===== src/hw/rtl/svf_pkg.sv =====
// Shared types and constants for the state variable filter step block.
`timescale 1ns / 1ps

package svf_pkg;

    // Default widths of samples and coefficients
    localparam int SAMPLE_BITS_DEF = 24;
    localparam int COEFF_BITS_DEF  = 32;

    // Integrator state width and internal arithmetic widths
    localparam int STATE_BITS     = 32;
    localparam int DIFF_BITS      = STATE_BITS + 1;
    localparam int SUM_BITS       = 44;
    localparam int MAG_BITS       = 42;
    localparam int DIGIT_BITS     = MAG_BITS / 2;
    localparam int PROD_MAG_BITS  = 41;
    localparam int COEFF_INT_BITS = 8;

    // Configuration register map
    localparam int CFG_INDEX_BITS = 2;

    typedef enum logic [CFG_INDEX_BITS-1:0] {
        REG_STATE_GAIN   = 2'd0,
        REG_MIX_GAIN     = 2'd1,
        REG_FEED_GAIN    = 2'd2,
        REG_DAMPING_GAIN = 2'd3
    } cfg_reg_t;

    // Products formed in turn on the shared multiplier
    typedef enum logic [2:0] {
        PROD_STATE_S1  = 3'd0,
        PROD_MIX_DIFF  = 3'd1,
        PROD_MIX_S1    = 3'd2,
        PROD_FEED_DIFF = 3'd3,
        PROD_DAMP_BAND = 3'd4
    } prod_sel_t;

    // Controller states
    typedef enum logic [2:0] {
        ST_IDLE   = 3'd0,
        ST_OPER   = 3'd1,
        ST_MUL_LO = 3'd2,
        ST_MUL_HI = 3'd3,
        ST_ROUND  = 3'd4,
        ST_ACC    = 3'd5,
        ST_FINISH = 3'd6
    } svf_state_t;

    // Commands from controller to datapath
    typedef struct packed {
        logic      load;
        logic      oper;
        logic      mul_lo;
        logic      mul_hi;
        logic      round;
        logic      acc;
        logic      finish;
        prod_sel_t prod;
    } dp_cmd_t;

endpackage


===== src/hw/rtl/svf_sample_if.sv =====
// Input sample channel: valid/ready request carrying one audio sample.
`timescale 1ns / 1ps

interface svf_sample_if #(
    parameter int SAMPLE_BITS = 24
);
    logic                          valid;
    logic                          ready;
    logic signed [SAMPLE_BITS-1:0] sample_in;

    modport source (output valid, output sample_in, input ready);
    modport sink   (input valid, input sample_in, output ready);
endinterface


===== src/hw/rtl/svf_result_if.sv =====
// Result channel: valid/ready request carrying lowpass, band and highpass values.
`timescale 1ns / 1ps

interface svf_result_if #(
    parameter int SAMPLE_BITS = 24
);
    logic                          valid;
    logic                          ready;
    logic signed [SAMPLE_BITS-1:0] low_out;
    logic signed [SAMPLE_BITS-1:0] band_out;
    logic signed [SAMPLE_BITS-1:0] high_out;

    modport source (output valid, output low_out, output band_out, output high_out,
                    input ready);
    modport sink   (input valid, input low_out, input band_out, input high_out,
                    output ready);
endinterface


===== src/hw/rtl/svf_cfg_if.sv =====
// Configuration write channel: valid/ready request with register index and data.
`timescale 1ns / 1ps

interface svf_cfg_if
    import svf_pkg::*;
#(
    parameter int COEFF_BITS = 32
);
    logic                      valid;
    logic                      ready;
    logic [CFG_INDEX_BITS-1:0] index;
    logic [COEFF_BITS-1:0]     data;

    modport source (output valid, output index, output data, input ready);
    modport sink   (input valid, input index, input data, output ready);
endinterface


===== src/hw/rtl/svf_ctrl.sv =====
// Sequencing state machine: steps the datapath through the five products per sample.
`timescale 1ns / 1ps

module svf_ctrl
    import svf_pkg::*;
(
    input  logic    clk,
    input  logic    rst_n,
    input  logic    sample_valid,
    output logic    sample_ready,
    output logic    result_valid,
    input  logic    result_ready,
    output dp_cmd_t cmd
);

    svf_state_t state_reg, state_next;
    prod_sel_t  prod_reg, prod_next;
    logic       out_valid_reg, out_valid_next;

    // Order in which the products are taken; band is complete before damping needs it
    function automatic prod_sel_t next_prod(input prod_sel_t p);
        prod_sel_t n;
        unique case (p)
            PROD_STATE_S1:  n = PROD_MIX_DIFF;
            PROD_MIX_DIFF:  n = PROD_MIX_S1;
            PROD_MIX_S1:    n = PROD_FEED_DIFF;
            PROD_FEED_DIFF: n = PROD_DAMP_BAND;
            default:        n = PROD_STATE_S1;
        endcase
        return n;
    endfunction

    // State, product counter and output valid
    always_ff @(posedge clk or negedge rst_n)
    begin
        if (!rst_n)
        begin
            state_reg     <= ST_IDLE;
            prod_reg      <= PROD_STATE_S1;
            out_valid_reg <= 1'b0;
        end
        else
        begin
            state_reg     <= state_next;
            prod_reg      <= prod_next;
            out_valid_reg <= out_valid_next;
        end
    end

    // Next state and datapath commands
    always_comb
    begin
        state_next   = state_reg;
        prod_next    = prod_reg;
        sample_ready = 1'b0;
        cmd          = '0;
        cmd.prod     = prod_reg;

        unique case (state_reg)
            ST_IDLE:
            begin
                sample_ready = 1'b1;
                if (sample_valid)
                begin
                    cmd.load   = 1'b1;
                    prod_next  = PROD_STATE_S1;
                    state_next = ST_OPER;
                end
            end
            ST_OPER:
            begin
                cmd.oper   = 1'b1;
                state_next = ST_MUL_LO;
            end
            ST_MUL_LO:
            begin
                cmd.mul_lo = 1'b1;
                state_next = ST_MUL_HI;
            end
            ST_MUL_HI:
            begin
                cmd.mul_hi = 1'b1;
                state_next = ST_ROUND;
            end
            ST_ROUND:
            begin
                cmd.round  = 1'b1;
                state_next = ST_ACC;
            end
            ST_ACC:
            begin
                cmd.acc = 1'b1;
                if (prod_reg == PROD_DAMP_BAND)
                begin
                    state_next = ST_FINISH;
                end
                else
                begin
                    prod_next  = next_prod(prod_reg);
                    state_next = ST_OPER;
                end
            end
            ST_FINISH:
            begin
                // wait until the output register is free
                if (!out_valid_reg || result_ready)
                begin
                    cmd.finish = 1'b1;
                    state_next = ST_IDLE;
                end
            end
            default:
            begin
                state_next = ST_IDLE;
            end
        endcase
    end

    // Output register valid flag
    always_comb
    begin
        if (cmd.finish)
        begin
            out_valid_next = 1'b1;
        end
        else if (result_ready)
        begin
            out_valid_next = 1'b0;
        end
        else
        begin
            out_valid_next = out_valid_reg;
        end
    end

    assign result_valid = out_valid_reg;

endmodule


===== src/hw/rtl/svf_dpath.sv =====
// Datapath: coefficient registers, integrator states, shared digit multiplier and sums.
`timescale 1ns / 1ps

module svf_dpath
    import svf_pkg::*;
#(
    parameter int SAMPLE_BITS = SAMPLE_BITS_DEF,
    parameter int COEFF_BITS  = COEFF_BITS_DEF
)
(
    input  logic                          clk,
    input  logic                          rst_n,
    input  dp_cmd_t                       cmd,
    input  logic signed [SAMPLE_BITS-1:0] sample_in,
    input  logic                          cfg_valid,
    input  logic [CFG_INDEX_BITS-1:0]     cfg_index,
    input  logic [COEFF_BITS-1:0]         cfg_data,
    output logic signed [SAMPLE_BITS-1:0] low_out,
    output logic signed [SAMPLE_BITS-1:0] band_out,
    output logic signed [SAMPLE_BITS-1:0] high_out
);

    localparam int FRAC       = COEFF_BITS - COEFF_INT_BITS;
    localparam int PART_BITS  = COEFF_BITS + DIGIT_BITS;
    localparam int ACC_BITS   = COEFF_BITS + MAG_BITS;
    localparam int SHIFT_BITS = ACC_BITS + 1 - FRAC;
    localparam int WIDE_BITS  = SUM_BITS + 2;

    localparam logic [ACC_BITS:0] HALF = (ACC_BITS + 1)'(1) << (FRAC - 1);
    localparam logic [PROD_MAG_BITS-1:0] PROD_LIMIT = {1'b1, {(PROD_MAG_BITS-1){1'b0}}};
    localparam logic [SHIFT_BITS-1:0] SHIFT_LIMIT =
        {{(SHIFT_BITS-PROD_MAG_BITS){1'b0}}, PROD_LIMIT};

    // Coefficients
    logic [COEFF_BITS-1:0] state_gain_reg, mix_gain_reg, feed_gain_reg, damping_gain_reg;

    // Integrator states and per-sample working values
    logic signed [STATE_BITS-1:0] s1_reg, s2_reg;
    logic signed [SUM_BITS-1:0]   x_reg, band_reg, low_reg, high_reg;
    logic signed [DIFF_BITS-1:0]  diff_reg;

    // Multiplier operands and product
    logic [COEFF_BITS-1:0]    cmag_reg;
    logic [MAG_BITS-1:0]      vmag_reg;
    logic                     neg_reg;
    logic [ACC_BITS-1:0]      acc_reg;
    logic [PROD_MAG_BITS-1:0] mag_reg;

    logic signed [SAMPLE_BITS-1:0] low_out_reg, band_out_reg, high_out_reg;

    logic [COEFF_BITS-1:0]        c_sel, c_mag;
    logic signed [SUM_BITS-1:0]   v_sel;
    logic [SUM_BITS-1:0]          v_mag;
    logic [DIGIT_BITS-1:0]        digit;
    logic [PART_BITS-1:0]         part;
    logic [ACC_BITS:0]            rsum;
    logic [SHIFT_BITS-1:0]        shifted;
    logic signed [SUM_BITS-1:0]   mag_ext, x_minus_low;
    logic signed [WIDE_BITS-1:0]  s1_wide, s2_wide;

    // Clamp a wide value to the integrator range
    function automatic logic signed [STATE_BITS-1:0] sat_state(
        input logic signed [WIDE_BITS-1:0] v);
        logic [WIDE_BITS-STATE_BITS:0] top;
        logic signed [STATE_BITS-1:0]  r;
        top = v[WIDE_BITS-1:STATE_BITS-1];
        if ((&top) || !(|top))
        begin
            r = v[STATE_BITS-1:0];
        end
        else if (v[WIDE_BITS-1])
        begin
            r = {1'b1, {(STATE_BITS-1){1'b0}}};
        end
        else
        begin
            r = {1'b0, {(STATE_BITS-1){1'b1}}};
        end
        return r;
    endfunction

    // Clamp a sum to the sample range
    function automatic logic signed [SAMPLE_BITS-1:0] sat_sample(
        input logic signed [SUM_BITS-1:0] v);
        logic [SUM_BITS-SAMPLE_BITS:0] top;
        logic signed [SAMPLE_BITS-1:0] r;
        top = v[SUM_BITS-1:SAMPLE_BITS-1];
        if ((&top) || !(|top))
        begin
            r = v[SAMPLE_BITS-1:0];
        end
        else if (v[SUM_BITS-1])
        begin
            r = {1'b1, {(SAMPLE_BITS-1){1'b0}}};
        end
        else
        begin
            r = {1'b0, {(SAMPLE_BITS-1){1'b1}}};
        end
        return r;
    endfunction

    // Coefficient register writes
    always_ff @(posedge clk or negedge rst_n)
    begin
        if (!rst_n)
        begin
            state_gain_reg   <= '0;
            mix_gain_reg     <= '0;
            feed_gain_reg    <= '0;
            damping_gain_reg <= '0;
        end
        else if (cfg_valid)
        begin
            unique case (cfg_reg_t'(cfg_index))
                REG_STATE_GAIN:   state_gain_reg   <= cfg_data;
                REG_MIX_GAIN:     mix_gain_reg     <= cfg_data;
                REG_FEED_GAIN:    feed_gain_reg    <= cfg_data;
                REG_DAMPING_GAIN: damping_gain_reg <= cfg_data;
            endcase
        end
    end

    // Operand selection for the current product
    always_comb
    begin
        unique case (cmd.prod)
            PROD_STATE_S1:
            begin
                c_sel = state_gain_reg;
                v_sel = SUM_BITS'(s1_reg);
            end
            PROD_MIX_DIFF:
            begin
                c_sel = mix_gain_reg;
                v_sel = SUM_BITS'(diff_reg);
            end
            PROD_MIX_S1:
            begin
                c_sel = mix_gain_reg;
                v_sel = SUM_BITS'(s1_reg);
            end
            PROD_FEED_DIFF:
            begin
                c_sel = feed_gain_reg;
                v_sel = SUM_BITS'(diff_reg);
            end
            PROD_DAMP_BAND:
            begin
                c_sel = damping_gain_reg;
                v_sel = band_reg;
            end
            default:
            begin
                c_sel = '0;
                v_sel = '0;
            end
        endcase
    end

    // Magnitudes; a full-scale negative coefficient still fits unsigned
    assign c_mag = c_sel[COEFF_BITS-1] ? (~c_sel + COEFF_BITS'(1)) : c_sel;
    assign v_mag = v_sel[SUM_BITS-1] ? (~v_sel + SUM_BITS'(1)) : v_sel;

    // One digit of the value magnitude per multiplier pass
    assign digit = cmd.mul_hi ? vmag_reg[MAG_BITS-1:DIGIT_BITS] : vmag_reg[DIGIT_BITS-1:0];
    assign part  = {{DIGIT_BITS{1'b0}}, cmag_reg} * {{COEFF_BITS{1'b0}}, digit};

    // Round half away from zero on the magnitude, then clamp
    assign rsum    = {1'b0, acc_reg} + HALF;
    assign shifted = rsum[ACC_BITS:FRAC];

    assign mag_ext     = $signed({{(SUM_BITS-PROD_MAG_BITS){1'b0}}, mag_reg});
    assign x_minus_low = x_reg - low_reg;

    assign s1_wide = (WIDE_BITS'(band_reg) <<< 1) - WIDE_BITS'(s1_reg);
    assign s2_wide = (WIDE_BITS'(low_reg) <<< 1) - WIDE_BITS'(s2_reg);

    // Integrator states
    always_ff @(posedge clk or negedge rst_n)
    begin
        if (!rst_n)
        begin
            s1_reg <= '0;
            s2_reg <= '0;
        end
        else if (cmd.finish)
        begin
            s1_reg <= sat_state(s1_wide);
            s2_reg <= sat_state(s2_wide);
        end
    end

    // Working registers of the sample in flight
    always_ff @(posedge clk)
    begin
        if (cmd.load)
        begin
            x_reg    <= SUM_BITS'(sample_in);
            diff_reg <= DIFF_BITS'(sample_in) - DIFF_BITS'(s2_reg);
            band_reg <= '0;
            low_reg  <= SUM_BITS'(s2_reg);
        end

        if (cmd.oper)
        begin
            cmag_reg <= c_mag;
            vmag_reg <= v_mag[MAG_BITS-1:0];
            neg_reg  <= c_sel[COEFF_BITS-1] ^ v_sel[SUM_BITS-1];
        end

        if (cmd.mul_lo)
        begin
            acc_reg <= {{(ACC_BITS-PART_BITS){1'b0}}, part};
        end
        else if (cmd.mul_hi)
        begin
            acc_reg <= acc_reg + {part, {DIGIT_BITS{1'b0}}};
        end

        if (cmd.round)
        begin
            mag_reg <= (shifted > SHIFT_LIMIT) ? PROD_LIMIT : shifted[PROD_MAG_BITS-1:0];
        end

        // Signed accumulate of the finished product into its sum
        if (cmd.acc)
        begin
            unique case (cmd.prod)
                PROD_STATE_S1, PROD_MIX_DIFF:
                begin
                    band_reg <= neg_reg ? (band_reg - mag_ext) : (band_reg + mag_ext);
                end
                PROD_MIX_S1, PROD_FEED_DIFF:
                begin
                    low_reg <= neg_reg ? (low_reg - mag_ext) : (low_reg + mag_ext);
                end
                PROD_DAMP_BAND:
                begin
                    high_reg <= neg_reg ? (x_minus_low + mag_ext) : (x_minus_low - mag_ext);
                end
                default:
                begin
                    high_reg <= high_reg;
                end
            endcase
        end

        // Output register
        if (cmd.finish)
        begin
            low_out_reg  <= sat_sample(low_reg);
            band_out_reg <= sat_sample(band_reg);
            high_out_reg <= sat_sample(high_reg);
        end
    end

    assign low_out  = low_out_reg;
    assign band_out = band_out_reg;
    assign high_out = high_out_reg;

endmodule


===== src/hw/rtl/state_variable_filter_step_top.sv =====
// A result becomes valid after all five products and the state update, once the output register is free.
// Samples are taken only when idle, so one at a time; each of the five products passes the one shared
// multiplier as operand load, low digit and high digit, then rounding and accumulate, then a state update.
// A finished result waits in the output register while the next sample is taken.
// Reset (rst_n low, asynchronous): coefficients and integrator states clear to zero, idle.
`timescale 1ns / 1ps

module state_variable_filter_step_top
    import svf_pkg::*;
#(
    parameter int SAMPLE_BITS = SAMPLE_BITS_DEF,
    parameter int COEFF_BITS  = COEFF_BITS_DEF
)
(
    input  logic          clk,
    input  logic          rst_n,
    svf_sample_if.sink    sample,
    svf_result_if.source  result,
    svf_cfg_if.sink       cfg
);

    dp_cmd_t cmd;

    // Configuration writes are always taken
    assign cfg.ready = 1'b1;

    // Sequencer
    svf_ctrl u_ctrl (
        .clk          (clk),
        .rst_n        (rst_n),
        .sample_valid (sample.valid),
        .sample_ready (sample.ready),
        .result_valid (result.valid),
        .result_ready (result.ready),
        .cmd          (cmd)
    );

    // Arithmetic and storage
    svf_dpath #(
        .SAMPLE_BITS (SAMPLE_BITS),
        .COEFF_BITS  (COEFF_BITS)
    ) u_dpath (
        .clk       (clk),
        .rst_n     (rst_n),
        .cmd       (cmd),
        .sample_in (sample.sample_in),
        .cfg_valid (cfg.valid),
        .cfg_index (cfg.index),
        .cfg_data  (cfg.data),
        .low_out   (result.low_out),
        .band_out  (result.band_out),
        .high_out  (result.high_out)
    );

endmodule


===== src/flat_wrapper.sv =====
// flat-port wrapper written by rule: the top's interface ports become plain ports
module state_variable_filter_step_top_flat import svf_pkg::*;
#(
    parameter int SAMPLE_BITS = SAMPLE_BITS_DEF,
    parameter int COEFF_BITS  = COEFF_BITS_DEF
)
  (clk, rst_n, sample_valid, sample_sample_in, sample_ready, result_valid, result_low_out, result_band_out, result_high_out, result_ready, cfg_valid, cfg_index, cfg_data, cfg_ready);
  svf_sample_if #(.SAMPLE_BITS(SAMPLE_BITS)) sample_i ();
  svf_result_if #(.SAMPLE_BITS(SAMPLE_BITS)) result_i ();
  svf_cfg_if #(.COEFF_BITS(COEFF_BITS)) cfg_i ();
  input  logic clk;
  input  logic rst_n;
  input wire logic [$bits(sample_i.valid)-1:0] sample_valid;
  input wire logic [$bits(sample_i.sample_in)-1:0] sample_sample_in;
  output wire logic [$bits(sample_i.ready)-1:0] sample_ready;
  output wire logic [$bits(result_i.valid)-1:0] result_valid;
  output wire logic [$bits(result_i.low_out)-1:0] result_low_out;
  output wire logic [$bits(result_i.band_out)-1:0] result_band_out;
  output wire logic [$bits(result_i.high_out)-1:0] result_high_out;
  input wire logic [$bits(result_i.ready)-1:0] result_ready;
  input wire logic [$bits(cfg_i.valid)-1:0] cfg_valid;
  input wire logic [$bits(cfg_i.index)-1:0] cfg_index;
  input wire logic [$bits(cfg_i.data)-1:0] cfg_data;
  output wire logic [$bits(cfg_i.ready)-1:0] cfg_ready;
  assign sample_i.valid = sample_valid;
  assign sample_i.sample_in = sample_sample_in;
  assign sample_ready = sample_i.ready;
  assign result_valid = result_i.valid;
  assign result_low_out = result_i.low_out;
  assign result_band_out = result_i.band_out;
  assign result_high_out = result_i.high_out;
  assign result_i.ready = result_ready;
  assign cfg_i.valid = cfg_valid;
  assign cfg_i.index = cfg_index;
  assign cfg_i.data = cfg_data;
  assign cfg_ready = cfg_i.ready;
  state_variable_filter_step_top #(.SAMPLE_BITS(SAMPLE_BITS), .COEFF_BITS(COEFF_BITS)) u_core (.clk(clk), .rst_n(rst_n), .sample(sample_i), .result(result_i), .cfg(cfg_i));
endmodule

===== config.mk =====
export PLATFORM = sky130hd
export DESIGN_NAME = state_variable_filter_step_top_flat
export DESIGN_NICKNAME = d
export VERILOG_FILES = /design/src/hw/rtl/svf_pkg.sv /design/src/hw/rtl/svf_sample_if.sv /design/src/hw/rtl/svf_result_if.sv /design/src/hw/rtl/svf_cfg_if.sv /design/src/hw/rtl/svf_ctrl.sv /design/src/hw/rtl/svf_dpath.sv /design/src/hw/rtl/state_variable_filter_step_top.sv /design/src/flat_wrapper.sv
export SDC_FILE = /design/constraint.sdc
export NUM_CORES = 2
export LEC_CHECK = 0
export ABC_CLOCK_PERIOD_IN_PS = 24700
export BUFFER_PORTS_ARGS = -buffer_cell sky130_fd_sc_hd__buf_2
export CELL_PAD_IN_SITES_DETAIL_PLACEMENT = 0
export CELL_PAD_IN_SITES_GLOBAL_PLACEMENT = 1
export CORE_MARGIN = 10
export CORE_UTILIZATION = 52
export CTS_BUF_LIST = sky130_fd_sc_hd__clkbuf_2 sky130_fd_sc_hd__clkbuf_4 sky130_fd_sc_hd__clkbuf_8
export CTS_CLUSTER_SIZE = 25
export DETAILED_ROUTE_END_ITERATION = 8
export HOLD_SLACK_MARGIN = 0.03
export PLACE_DENSITY = 0.81
export RECOVER_POWER = 25
export REMOVE_ABC_BUFFERS = 1
export SLEW_MARGIN = 5
export SYNTH_ARGS = -nofsm -noshare
export SYNTH_HDL_FRONTEND = slang
export SYNTH_HIERARCHICAL = 1
export SYNTH_SLANG_ARGS = --single-unit

===== constraint.sdc =====
create_clock -name clk -period 24.7 [get_ports clk]
set_input_delay 7.41 -clock clk [delete_from_list [all_inputs] [get_ports clk]]
set_output_delay 7.41 -clock clk [all_outputs]
set_load 0.03 [all_outputs]

# Word-level counts from Yosys, hierarchy flattened
# Cells that the tools add are included.
# totals
regBits	650
output_inout_bits	75
# classes
add_sub_neg	14
magnitude_cmp	1
n_bitwise	3
mux	46
reduce_logical	40
eq_ne	16
mul	1
# ops
operator	count
$mux 44	9
$mux 24	6
$add 44x42->44	3
$pmux 44 s3	1
$sub 44x42->44	3
$mux 32	4
$pmux 32 s4	1
$mux 53	2
$sub 45x32->46	2
$add 74x24->75 const B	1
$add 74x74->74	1
$reduce_and 21->1	3
$reduce_or 21->1	3
$mul 32x21->53	1
$gt 51x41->1 const B	1
$sub 24x44->44	1
$add 42x2->42 const B	1
$mux 42	1
$not 42->42	1
$sub 24x32->33	1
$add 32x1->32 const B	1
$not 32->32	1
$mux 31	1
$reduce_and 15->1	2
22 further kinds	70

# Depth between registers and ports, before layout
# logic_depth
word_depth	7
depth_mapped	48
ltp_nobuf	44

# Modules after synthesis
# Netlist, hierarchy kept.
# modules_own_cells
module	cells_per_inst	seq_area_each_um2	n_inst	area_per_inst_um2
svf_dpath	7609	16625.9	1	68031.5
svf_ctrl	46	175.2	1	456.7
state_variable_filter_step_top	2	0.0	1	11.3

# Least setup slack after synthesis
# No wires, ideal clock.
# synth_path
path_kind	input-to-reg
from	input port sample_valid
to	register u_core.u_dpath.low_reg[22]
path_stages	5
slack_ps	13948
path_buffers	2
arrival_time_ps	10622
required_time_ps	24571
path_cell_list	nor4b_4 clkbuf_1 clkbuf_1 mux2i_1 o21ai_0
# synth_via
elab_chain_cells	5
# synth_rtl
item	line_no	text
start: declaration	flat_wrapper.sv:13	input wire logic [$bits(sample_i.valid)-1:0] sample_valid;
$mux 1 (*)	svf_ctrl.sv:63	if (sample_valid)
$mux 1 (*)	svf_ctrl.sv:59	unique case (state_reg)
$mux 44 (*)	svf_dpath.sv:197	if (cmd.load)
$mux 44	svf_dpath.sv:229	unique case (cmd.prod)
$mux 44 (*)	svf_dpath.sv:227	if (cmd.acc)
end signal: assignment	svf_dpath.sv:202	low_reg <= SUM_BITS'(s2_reg);
end signal: assignment	svf_dpath.sv:236	low_reg <= neg_reg ? (low_reg - mag_ext) : (low_reg + mag_ext);
end: declaration	svf_dpath.sv:39	logic signed [SUM_BITS-1:0] x_reg, band_reg, low_reg, high_reg;
# Every way passes the cells marked *; elsewhere a longest branch is shown, timed or not.
# A chain may end at the register's enable or synchronous reset.

==> flow_summary_export.csv <==
group,metric,value,unit
layout,final_nets,8797,
synthesis,async_flop_share,31.6,%
synthesis,ys_seq_elements,629,
clock_network,clkTransAtPathRegs,0.06,ns
layout,syn_to_final_growth,7.02,%
layout,utilization,55.9,%
global_routing,grt.overflow.total,0,
critical_path,cp_common_cell,"fa_1",
global_routing,antenna_found_initial,5,
clock_network,cts_resized,0,
sta,tightest_slew,4.43,ns
sta,drv_slew,502,
clock_network,numCtsBuffers,115,
global_routing,grtUsageTotal,27.6,%
global_routing,grt_pass1_wl,322,mm
floorplanning,num_rows,133,
critical_path,end_kind,"flip-flop",
critical_path,reg2reg_slack,12.50,ns
clock_network,clkLatencyLatePin,0.86,ns
critical_path,crit_path_max_incr_delay,0.86,ns
sta,period_share,49.4,%
synthesis,ys_seq_area_share,24.5,%
hold_path,hold_path.class,"flip-flop to flip-flop",
synthesis,ys_warn_count,6,
critical_path,slowest_stage,"mux2_2",
sta,maxSlewHeadroom,-198,%
job,drv_cap,13,
synthesis,synth.distinct_cells,105,
sta,setup_tns,0,ns
clock_network,cts.hold.buffers_added,0,
synthesis,avgSynthCellArea,8.95,um2
detailed_routing,drt_iter0_drc,4663,
detailed_routing,ant_nets,0,
detailed_routing,totalWireLength,206,mm
clock_network,cts_tree,"yes",
place,io_buffer_count,136,
sta,setup_viol,0,
synthesis,synth_top_area_share,16.8,%
detailed_routing,dr.pass1.iters,6,
critical_path,worstPathArrival,12.72,ns
clock_network,clock_path_buffers,3,
critical_path,required,25.22,ns
sta,max_freq,0.0820,GHz
layout,largest_reg_flops,53,
floorplanning,ios,138,
critical_path,start_kind,"flip-flop",
clock_network,cts-root-buf,"clkbuf_8",
layout,layout.cell_area.non_filler,73300,um2
global_routing,grt_max_degree,109,
sta,finalCriticalPeriod,12.20,ns
sta,hold_viol,0,
detailed_routing,viasPerCell,5.91,
outcome,failed_checks,"capacitance limit, slew limit",
synthesis,ys_top_cells_by_count,"inv_1 (923), nand2_1 (724), fa_1 (575)",
floorplanning,start_util,52.2,%
critical_path,path_max_fanout,45,
clock_network,h-tree-depth,3,
detailed_routing,routedWlPerCell,21.7,um
outcome,outcome,"finished, violations left",
place,placed_area,70700,um2
synthesis,synthCells,7657,
critical_path,critical_path_class,"flip-flop to flip-flop",
floorplanning,die_w,383,um
clock_network,clkSinkCount,629,
sta,grt_setup_unrepaired,"false",
synthesis,synth_area,68500,um2
synthesis,synth_top_area_cell,"fa_1",
synthesis,yosys-top-cells-area,"fa_1 (17%), edfxtp_1 (14%), ha_1 (9.4%)",
synthesis,synth_edf_count,321,
floorplanning,dieArea,147000,um2
detailed_routing,vias,56100,
synthesis,post-synth-top-count-cell,"inv_1",
layout,drive_above_1_share,8.39,%
floorplanning,core-area,131000,um2
global_routing,grt_pass1_vias,54700,
detailed_routing,drc,0,
sta,skew,0.107,ns
synthesis,synth_ff_type,"edfxtp_1",
clock_network,cts_setup_buffers,0,
place,dp_hpwl,159,mm
floorplanning,chipHeight,383,um
place,gp_congestion,0.951,
## cells in the final DEF, fill, tap and decap left out, drive strengths merged, types with 78 or more instances in the layout
cell type and instances:
nand2 724, clkbuf 184, mux2 173, mux2i 78, edfxtp 321, xor2 227
inv 929, nor3 93, a21oi 438, dfrtp 199, xnor2 248, o21ai 398
buf 202, fa 575, ha 514, dfxtp 109, a21o 277, nor2 424
and2 368, nand3 175
## final timing paths
path	startpoint	to	cells past startpoint
hold / removal	u_core/u_dpath/state_gain_reg[20]	u_core/u_dpath/state_gain_reg[20]	1
hold reg to reg	u_core/u_dpath/state_gain_reg[20]	u_core/u_dpath/state_gain_reg[20]	1
setup / recovery	u_core/u_ctrl/state_reg[1]	u_core/u_dpath/acc_reg[62]	43
setup reg to reg	u_core/u_ctrl/state_reg[1]	u_core/u_dpath/acc_reg[62]	43
max in group asynchronous	rst_n	u_core/u_dpath/mix_gain_reg[8]	3
min in group asynchronous	rst_n	u_core/u_dpath/s2_reg[0]	1
## cell families after synthesis
logic type / share of synthesized area (%)
adders and majority gates: 26.2
other: 0.00547
DFF: 24.5
buffers and inverters: 7.09
and+or+nand+nor: 16.1
AOI/OAI and AO/OA: 16.1
xor gates and xnor gates: 6.07
muxes: 3.98
## through the flow
step	hold slack, ns	setup WS (ns)	cells
after global routing	0.511	11.63	9503
after detailed placement	0.487	12.69	9283
after CTS	0.501	12.65	9502
final	0.497	12.50	9503
after floorplan	0.457	8.17	7309
after global placement	0.481	12.86	9283
## cell type report
class / count / area, um2
sequential: 629 / 16800
timing repair buffer: 219 / 1260
tap: 1755 / 2200
inverter: 925 / 3470
antenna: 1 / 2.50
multi-input combinational: 5755 / 46900
clock buffer: 167 / 2090
fill: 12200 / 57800
clock inverter: 52 / 593
## layer usage
| metal | routed length [um] | track usage, % |
|---|---|---|
| met5 | 27 | 0 |
| met4 | 5080 | 7.21 |
| met3 | 16900 | 5.49 |
| met2 | 89100 | 41.7 |
| met1 | 94700 | 40.1 |
## critical path: cells and delay by family (launching register included)
kind | cells | cell delay (ns)
adder cells (fa/ha/maj) | 9 | 4.40
XOR/XNOR | 2 | 0.57
flip-flops | 1 | 0.65
AO/OA/AOI/OAI | 15 | 2.90
multiplexers | 2 | 1.01
AND/OR/NAND/NOR | 9 | 1.52
buffers and inverters | 6 | 0.79
Power is left out: the tool's default activity adds up to more than one toggle a clock period on the data nets, which glitch-free logic cannot reach.
